### config.mk
export PLATFORM = sky130hd
export DESIGN_NAME = bms_div
export DESIGN_NICKNAME = d
export VERILOG_FILES = /design/src/bms_pkg.sv /design/src/bms_div.sv
export SDC_FILE = /design/constraint.sdc
export NUM_CORES = 1
export LEC_CHECK = 0
export BUFFER_PORTS_ARGS = -buffer_cell sky130_fd_sc_hd__buf_4
export CAP_MARGIN = 20
export CELL_PAD_IN_SITES_DETAIL_PLACEMENT = 0
export CELL_PAD_IN_SITES_GLOBAL_PLACEMENT = 1
export CORE_ASPECT_RATIO = 0.75
export CORE_MARGIN = 2
export CORE_UTILIZATION = 43
export DETAILED_ROUTE_END_ITERATION = 8
export GPL_TIMING_DRIVEN = 0
export PLACE_DENSITY = 0.88
export SYNTH_ARGS = -nofsm -noshare
export SYNTH_HDL_FRONTEND = slang
export SYNTH_SLANG_ARGS = --single-unit
### constraint.sdc
create_clock -name clk -period 3.7 [get_ports clk]
set_clock_uncertainty 0.1 [all_clocks]
set_input_delay 0.555 -clock clk [delete_from_list [all_inputs] [get_ports clk]]
set_output_delay 0.555 -clock clk [all_outputs]
set_load 0.02 [all_outputs]
### src/bms_pkg.sv
`timescale 1ns / 1ps
// bms_pkg: shared types, constants and fixed-point helpers for the brent minimum search
// depends on nothing; imported by bms_div and brent_minimum_search

package bms_pkg;

  localparam int FRAC_BITS_DEF = 16;
  localparam int ITER_BITS_DEF = 10;
  localparam int WW = 70;            // working width of the wide signed datapath
  localparam int DIV_STEPS = 32;     // quotient bits produced by the divider
  localparam longint GOLD_Q30 = 64'sd410132882;

  localparam logic CMD_START  = 1'b0;
  localparam logic CMD_REPORT = 1'b1;

  localparam logic CFG_REL_TOL    = 1'b0;
  localparam logic CFG_ITER_LIMIT = 1'b1;

  localparam logic [15:0] REL_TOL_RST = 16'd66;
  localparam logic [9:0]  ITER_LIMIT_RST = 10'd100;

  typedef struct packed {
    logic start;
    logic negate;
  } div_ctrl_t;

  typedef struct packed {
    logic busy;
    logic done;
  } div_stat_t;

  localparam logic signed [WW-1:0] SAT_HI = {{(WW-31){1'b0}}, {31{1'b1}}};
  localparam logic signed [WW-1:0] SAT_LO = {{(WW-31){1'b1}}, {31{1'b0}}};

  function automatic logic signed [31:0] sat32(input logic signed [WW-1:0] v);
    if (v > SAT_HI) return 32'sh7FFFFFFF;
    if (v < SAT_LO) return 32'sh80000000;
    return v[31:0];
  endfunction

  function automatic logic signed [WW-1:0] ext32(input logic signed [31:0] v);
    return {{(WW-32){v[31]}}, v};
  endfunction

  function automatic logic signed [WW-1:0] abs_w(input logic signed [WW-1:0] v);
    return v[WW-1] ? -v : v;
  endfunction

  // golden section fraction (3 - sqrt 5)/2 rounded to frac fraction bits
  function automatic longint gold_q(input int frac);
    int s;
    s = 30 - frac;
    if (s <= 0) return GOLD_Q30;
    return (GOLD_Q30 + (longint'(1) << (s - 1))) >>> s;
  endfunction

endpackage

### src/bms_div.sv
`timescale 1ns / 1ps
// bms_div: radix-2 restoring divider, one quotient bit per cycle
// depends on bms_pkg; quotient is known to fit below 2^31

module bms_div import bms_pkg::*; (
  input  logic               clk,
  input  logic               rst_n,
  input  div_ctrl_t          ctrl,
  input  logic [63:0]        dividend_mag,
  input  logic [31:0]        divisor,
  output logic signed [31:0] quotient,
  output div_stat_t          stat
);

  localparam int CNT_W = $clog2(DIV_STEPS);

  logic [31:0]      rem_r;
  logic [31:0]      dq_r;
  logic [31:0]      div_r;
  logic [CNT_W-1:0] cnt_r;
  logic             busy_r;
  logic             done_r;
  logic             neg_r;
  logic [32:0]      shifted;
  logic             fits;

  assign shifted = {rem_r, dq_r[31]};
  assign fits    = shifted >= {1'b0, div_r};

  always_ff @(posedge clk) begin
    if (!rst_n) begin
      busy_r <= 1'b0;
      done_r <= 1'b0;
      cnt_r  <= '0;
    end else begin
      done_r <= 1'b0;
      if (ctrl.start) begin
        // upper half is below the divisor, so 32 steps cover the quotient
        rem_r  <= dividend_mag[63:32];
        dq_r   <= dividend_mag[31:0];
        div_r  <= divisor;
        neg_r  <= ctrl.negate;
        cnt_r  <= CNT_W'(DIV_STEPS - 1);
        busy_r <= 1'b1;
      end else if (busy_r) begin
        rem_r <= fits ? 32'(shifted - {1'b0, div_r}) : shifted[31:0];
        dq_r  <= {dq_r[30:0], fits};
        cnt_r <= cnt_r - 1'b1;
        if (cnt_r == '0) begin
          busy_r <= 1'b0;
          done_r <= 1'b1;
        end
      end
    end
  end

  assign quotient = neg_r ? -$signed(dq_r) : $signed(dq_r);
  assign stat.busy = busy_r;
  assign stat.done = done_r;

endmodule
==> metrics.txt <==
# TYPE chip_impl_metric gauge
chip_impl_info{name="outcome",value="finished with violations"} 1
chip_impl_info{name="failed_checks",value="setup timing"} 1
chip_impl_metric{name="post_route_cells_drive_above_1_share",unit=""} 0.272
chip_impl_metric{name="crit_path_max_fanout",unit=""} 3
chip_impl_metric{name="antenna_found_initial",unit=""} 0
chip_impl_metric{name="post_synthesis_async_set_or_reset_flop_share",unit=""} 0
chip_impl_metric{name="synth_edf_count",unit=""} 97
chip_impl_metric{name="clock_sinks",unit=""} 104
chip_impl_info{name="critical_path.endpoint_type",value="output pin"} 1
chip_impl_metric{name="gpl.final_weighted_congestion",unit=""} 0.958
chip_impl_metric{name="worst_hold_slack",unit="ns"} 0.267
chip_impl_metric{name="synth_cell_type_count",unit=""} 57
chip_impl_info{name="crit_path_top_delay_cell",value="sky130_fd_sc_hd__or4_4"} 1
chip_impl_metric{name="num_io_pins",unit=""} 134
chip_impl_metric{name="p_clk_frac",unit=""} 0.279
chip_impl_info{name="synth_ff_type",value="sky130_fd_sc_hd__edfxtp_1"} 1
chip_impl_metric{name="synthDominantCellAreaShare",unit=""} 0.426
chip_impl_metric{name="fillers",unit=""} 1361
chip_impl_metric{name="hold_viol",unit=""} 0
chip_impl_metric{name="globalRouteOverflowTotal",unit=""} 0
chip_impl_metric{name="critical_path_arrival",unit="ns"} 3.14
chip_impl_metric{name="htreeDepth",unit=""} 3
chip_impl_metric{name="power.total",unit="mW"} 3.68
chip_impl_metric{name="drv_slew",unit=""} 0
chip_impl_metric{name="reg2reg_setup_slack",unit="ns"} 0.24
chip_impl_metric{name="dp.cells",unit=""} 1006
chip_impl_metric{name="avgSynthCellArea",unit="µm²"} 10.3
chip_impl_metric{name="initial_utilization",unit=""} 0.445
chip_impl_metric{name="first_iter_violations",unit=""} 423
chip_impl_info{name="critical_setup_path_class",value="register to output pin"} 1
chip_impl_metric{name="dieArea",unit="µm²"} 16900
chip_impl_info{name="crit-reg2reg-launch",value="rem_r[0]"} 1
chip_impl_metric{name="finish.utilization",unit=""} 0.562
chip_impl_metric{name="holdPathStages",unit=""} 1
chip_impl_metric{name="tritoncts.num_buffers",unit=""} 9
chip_impl_metric{name="power_report.internal_total",unit="mW"} 2.52
chip_impl_info{name="min_to",value="div_r[22]"} 1
chip_impl_metric{name="cpPeakStageDelay",unit="ns"} 0.53
chip_impl_info{name="path_common_cell",value="sky130_fd_sc_hd__or4_4"} 1
chip_impl_metric{name="number_of_inserted_diodes",unit=""} 0
chip_impl_metric{name="synth_seq_area_share",unit=""} 0.446
chip_impl_metric{name="layout_setup_ws",unit="ns"} -0.0969
chip_impl_metric{name="ys.warnings.count",unit=""} 0
chip_impl_info{name="worst_hold_path_type",value="primary input to register"} 1
chip_impl_metric{name="count_of_unresolved_drc_violations_after_routing",unit=""} 0
chip_impl_info{name="clk_root_buffer_cell",value="sky130_fd_sc_hd__clkbuf_16"} 1
chip_impl_metric{name="worst-path-buf-inv",unit=""} 1
chip_impl_metric{name="clock_tree.buffer_depth",unit=""} 2
chip_impl_metric{name="r2r.worst_path.cells",unit=""} 10
chip_impl_metric{name="mappedNetlistNets",unit=""} 803
chip_impl_metric{name="area_overhead_of_the_layout_relative_to_synthesis",unit="%"} 26.3
chip_impl_metric{name="post_layout_minimum_cycle_time",unit="ns"} 3.80
chip_impl_metric{name="postRouteAntennaNets",unit=""} 0
chip_impl_metric{name="port-buffer-count",unit=""} 132
chip_impl_metric{name="worst_slew_margin_rel",unit=""} 0.485
chip_impl_metric{name="worst_pin_slew",unit="ns"} 0.772
chip_impl_info{name="path_cells",value="nor4_4 > nand2_1 > or4_4 > or4_4 > or3_4 > o31ai_4 > xnor2_1 > buf_4"} 1
chip_impl_info{name="yosys-top-cells-count",value="97 x sky130_fd_sc_hd__edfxtp_1, 57 x sky130_fd_sc_hd__nand2_1, 55 x sky130_fd_sc_hd__o21ai_0"} 1
chip_impl_metric{name="placementRows",unit=""} 39
chip_impl_metric{name="final-instance-count-excl-fill",unit=""} 1035
chip_impl_info{name="yosys-top-cells-area",value="sky130_fd_sc_hd__edfxtp_1 43%, sky130_fd_sc_hd__ha_1 6.4%, sky130_fd_sc_hd__xnor2_1 6.0%"} 1
chip_impl_metric{name="grt_start_max_net_pins",unit=""} 46
chip_impl_info{name="rsz0062_at_grt",value="yes"} 1
chip_impl_info{name="synth_most_common_cell",value="sky130_fd_sc_hd__edfxtp_1"} 1
chip_impl_metric{name="die_height",unit="µm"} 113
chip_impl_metric{name="fmax",unit="MHz"} 263
chip_impl_metric{name="first_pass_iteration_count_of_the_detailed_router",unit=""} 7
chip_impl_info{name="min-delay-start",value="divisor[22]"} 1
chip_impl_metric{name="synth_seq_cells",unit=""} 104
chip_impl_metric{name="power.leakage",unit="nW"} 3.53
chip_impl_metric{name="via_count_of_the_first_global_routing_pass",unit=""} 5642
chip_impl_metric{name="die_x",unit="µm"} 150
chip_impl_info{name="critical_path.reg2reg.endpoint",value="rem_r[27]"} 1
chip_impl_metric{name="num-nets-final",unit=""} 963
chip_impl_metric{name="place.detailed.hpwl",unit="µm"} 13900
chip_impl_metric{name="wirelength",unit="µm"} 19100
chip_impl_metric{name="setup-violations-final",unit=""} 3
chip_impl_info{name="tritoncts_clock_tree",value="done"} 1
chip_impl_metric{name="pwr-share-comb",unit=""} 0.318
chip_impl_metric{name="route.detailed.wl_per_inst",unit="µm"} 18.5
chip_impl_metric{name="totalNegativeSetupSlack",unit="ns"} -0.276
chip_impl_info{name="cp_top_family",value="simple AND/OR/NAND/NOR gates"} 1
chip_impl_info{name="netlist.top_cell.by_area",value="sky130_fd_sc_hd__edfxtp_1"} 1
chip_impl_metric{name="worst-endpoint-required",unit="ns"} 3.04
chip_impl_metric{name="clk_pin_slew",unit="ns"} 0.07
chip_impl_metric{name="core_region_area",unit="µm²"} 15400
chip_impl_metric{name="power.share.switching",unit=""} 0.316
chip_impl_metric{name="power.density",unit="nW/µm²"} 426
chip_impl_metric{name="synth_cells",unit=""} 667
chip_impl_metric{name="grt_pass1_wl",unit="µm"} 29300
chip_impl_metric{name="timing.max_cap.violations",unit=""} 0
chip_impl_metric{name="post_drt_via_cell_ratio",unit=""} 5.65
chip_impl_metric{name="num_vias",unit=""} 5851
chip_impl_metric{name="worst_ir_drop_vdd",unit="mV"} 0.216
chip_impl_metric{name="post-route-period-util",unit=""} 1.03
chip_impl_metric{name="power.net_switching",unit="mW"} 1.16
chip_impl_info{name="crit_path_start_kind",value="register"} 1
chip_impl_metric{name="pwr-share-seq",unit=""} 0.403
chip_impl_metric{name="netlist_area",unit="µm²"} 6840
chip_impl_metric{name="worstSkewPairLatency",unit="ns"} 0.36
chip_impl_metric{name="global_route.usage.total",unit=""} 0.223
==> power by group through the flow <==
stage	Combinational, mW	Sequential [mW]	Clock (mW)
after floorplan	0.762	1.49	0
after global placement	1.09	1.51	0
after detailed placement	1.12	1.50	0
after CTS	1.14	1.48	1.04
after global routing	1.27	1.49	1.09
final	1.17	1.48	1.03
==> logic make-up (layout without fill, tap and decap cells) <==
logic type / count (synthesis) / in the layout / share of synthesized area
compound gates: 174 / 174 / 0.166
xor+xnor: 54 / 54 / 0.0692
fa+ha+maj: 36 / 36 / 0.0670
buf+inv: 78 / 241 / 0.0459
flops: 104 / 104 / 0.446
mux: 49 / 49 / 0.0774
simple gates: 172 / 172 / 0.128
==> stage by stage <==
step	cell area, µm²	worst slack, ns
floorplan	6840	0.247
global placement	8090	-0.256
detailed placement	8150	-0.125
CTS	8540	-0.108
global route	8640	-0.213
finish	8640	-0.0969
==> cell type report <==
class                           instances  area, µm²  area share
Multi-Input combinational cell        485       3540       0.410
Sequential cell                       104       3050       0.354
Timing Repair Buffer                  150       1170       0.135
Tap cell                              205        256      0.0297
Clock buffer                            9        225      0.0261
Inverter                               46        173      0.0200
Buffer                                 31        134      0.0155
Clock inverter                          5       83.8     0.00971
==> registers in the layout, summed over array words and instances, names as in the netlist <==
| register | count |
|---|---|
| div_r | 32 |
| dq_r | 32 |
| rem_r | 32 |
| cnt_r | 5 |
| busy_r | 1 |
| done_r | 1 |
| neg_r | 1 |
==> cells in the final DEF (no fill, tap or decap), drive strengths merged, types with 7 or more instances in the layout <==
| master | count |
|---|---|
| a21boi | 7 |
| a21o | 16 |
| a21oi | 31 |
| a31oi | 13 |
| buf | 156 |
| clkbuf | 34 |
| dfxtp | 7 |
| edfxtp | 97 |
| ha | 35 |
| inv | 46 |
| mux2 | 31 |
| mux2i | 18 |
| nand2 | 57 |
| nand3 | 10 |
| nand4 | 7 |
| nor2 | 33 |
| nor3 | 12 |
| nor4 | 7 |
| o21ai | 55 |
| o31ai | 10 |
| or3 | 7 |
| or4 | 7 |
| xnor2 | 47 |
| xor2 | 7 |
==> worst max path at each step <==
stage	start	to	slack (ns)	depth (start not counted)
3_5_place_dp	rem_r[17]	rem_r[1]	-0.13	11
3_3_place_gp	ctrl[1]	dq_r[10]	-0.26	2
4_1_cts	dq_r[10]	quotient[31]	-0.11	7
5_1_grt	dq_r[3]	quotient[31]	-0.21	8
2_1_floorplan	dq_r[10]	quotient[29]	0.25	7
6_report	dq_r[3]	quotient[29]	-0.1	8
==> metal layers <==
metal  wire (µm)  track usage  share of wire
met4         444       0.0686          0.023
met2        8520        0.342           0.45
met1        8870        0.316           0.46
met5           0            0              0
met3        1260       0.0488          0.066
==> worst register-to-register path, stage by stage, from the launching register on <==
cell and delay, ns:
sky130_fd_sc_hd__edfxtp_1 0.44, sky130_fd_sc_hd__ha_1 0.33, sky130_fd_sc_hd__nor2b_1 0.18, sky130_fd_sc_hd__o2111ai_1 0.18, sky130_fd_sc_hd__a31o_2 0.31, sky130_fd_sc_hd__a31oi_1 0.31, sky130_fd_sc_hd__o211ai_1 0.21, sky130_fd_sc_hd__a31oi_1 0.32
sky130_fd_sc_hd__clkbuf_2 0.37, sky130_fd_sc_hd__o21ai_0 0.13, sky130_fd_sc_hd__or3_1 0.32
==> repair_timing <==
action                     CTS  global route
gates resized for setup      8            10
gates cloned                 0             0
pin swaps                    6             5
setup buffers                9             7
setup endpoints to repair   10            37
hold buffers                 0             0
No activity file was read; power rests on OpenSTA's default activity.
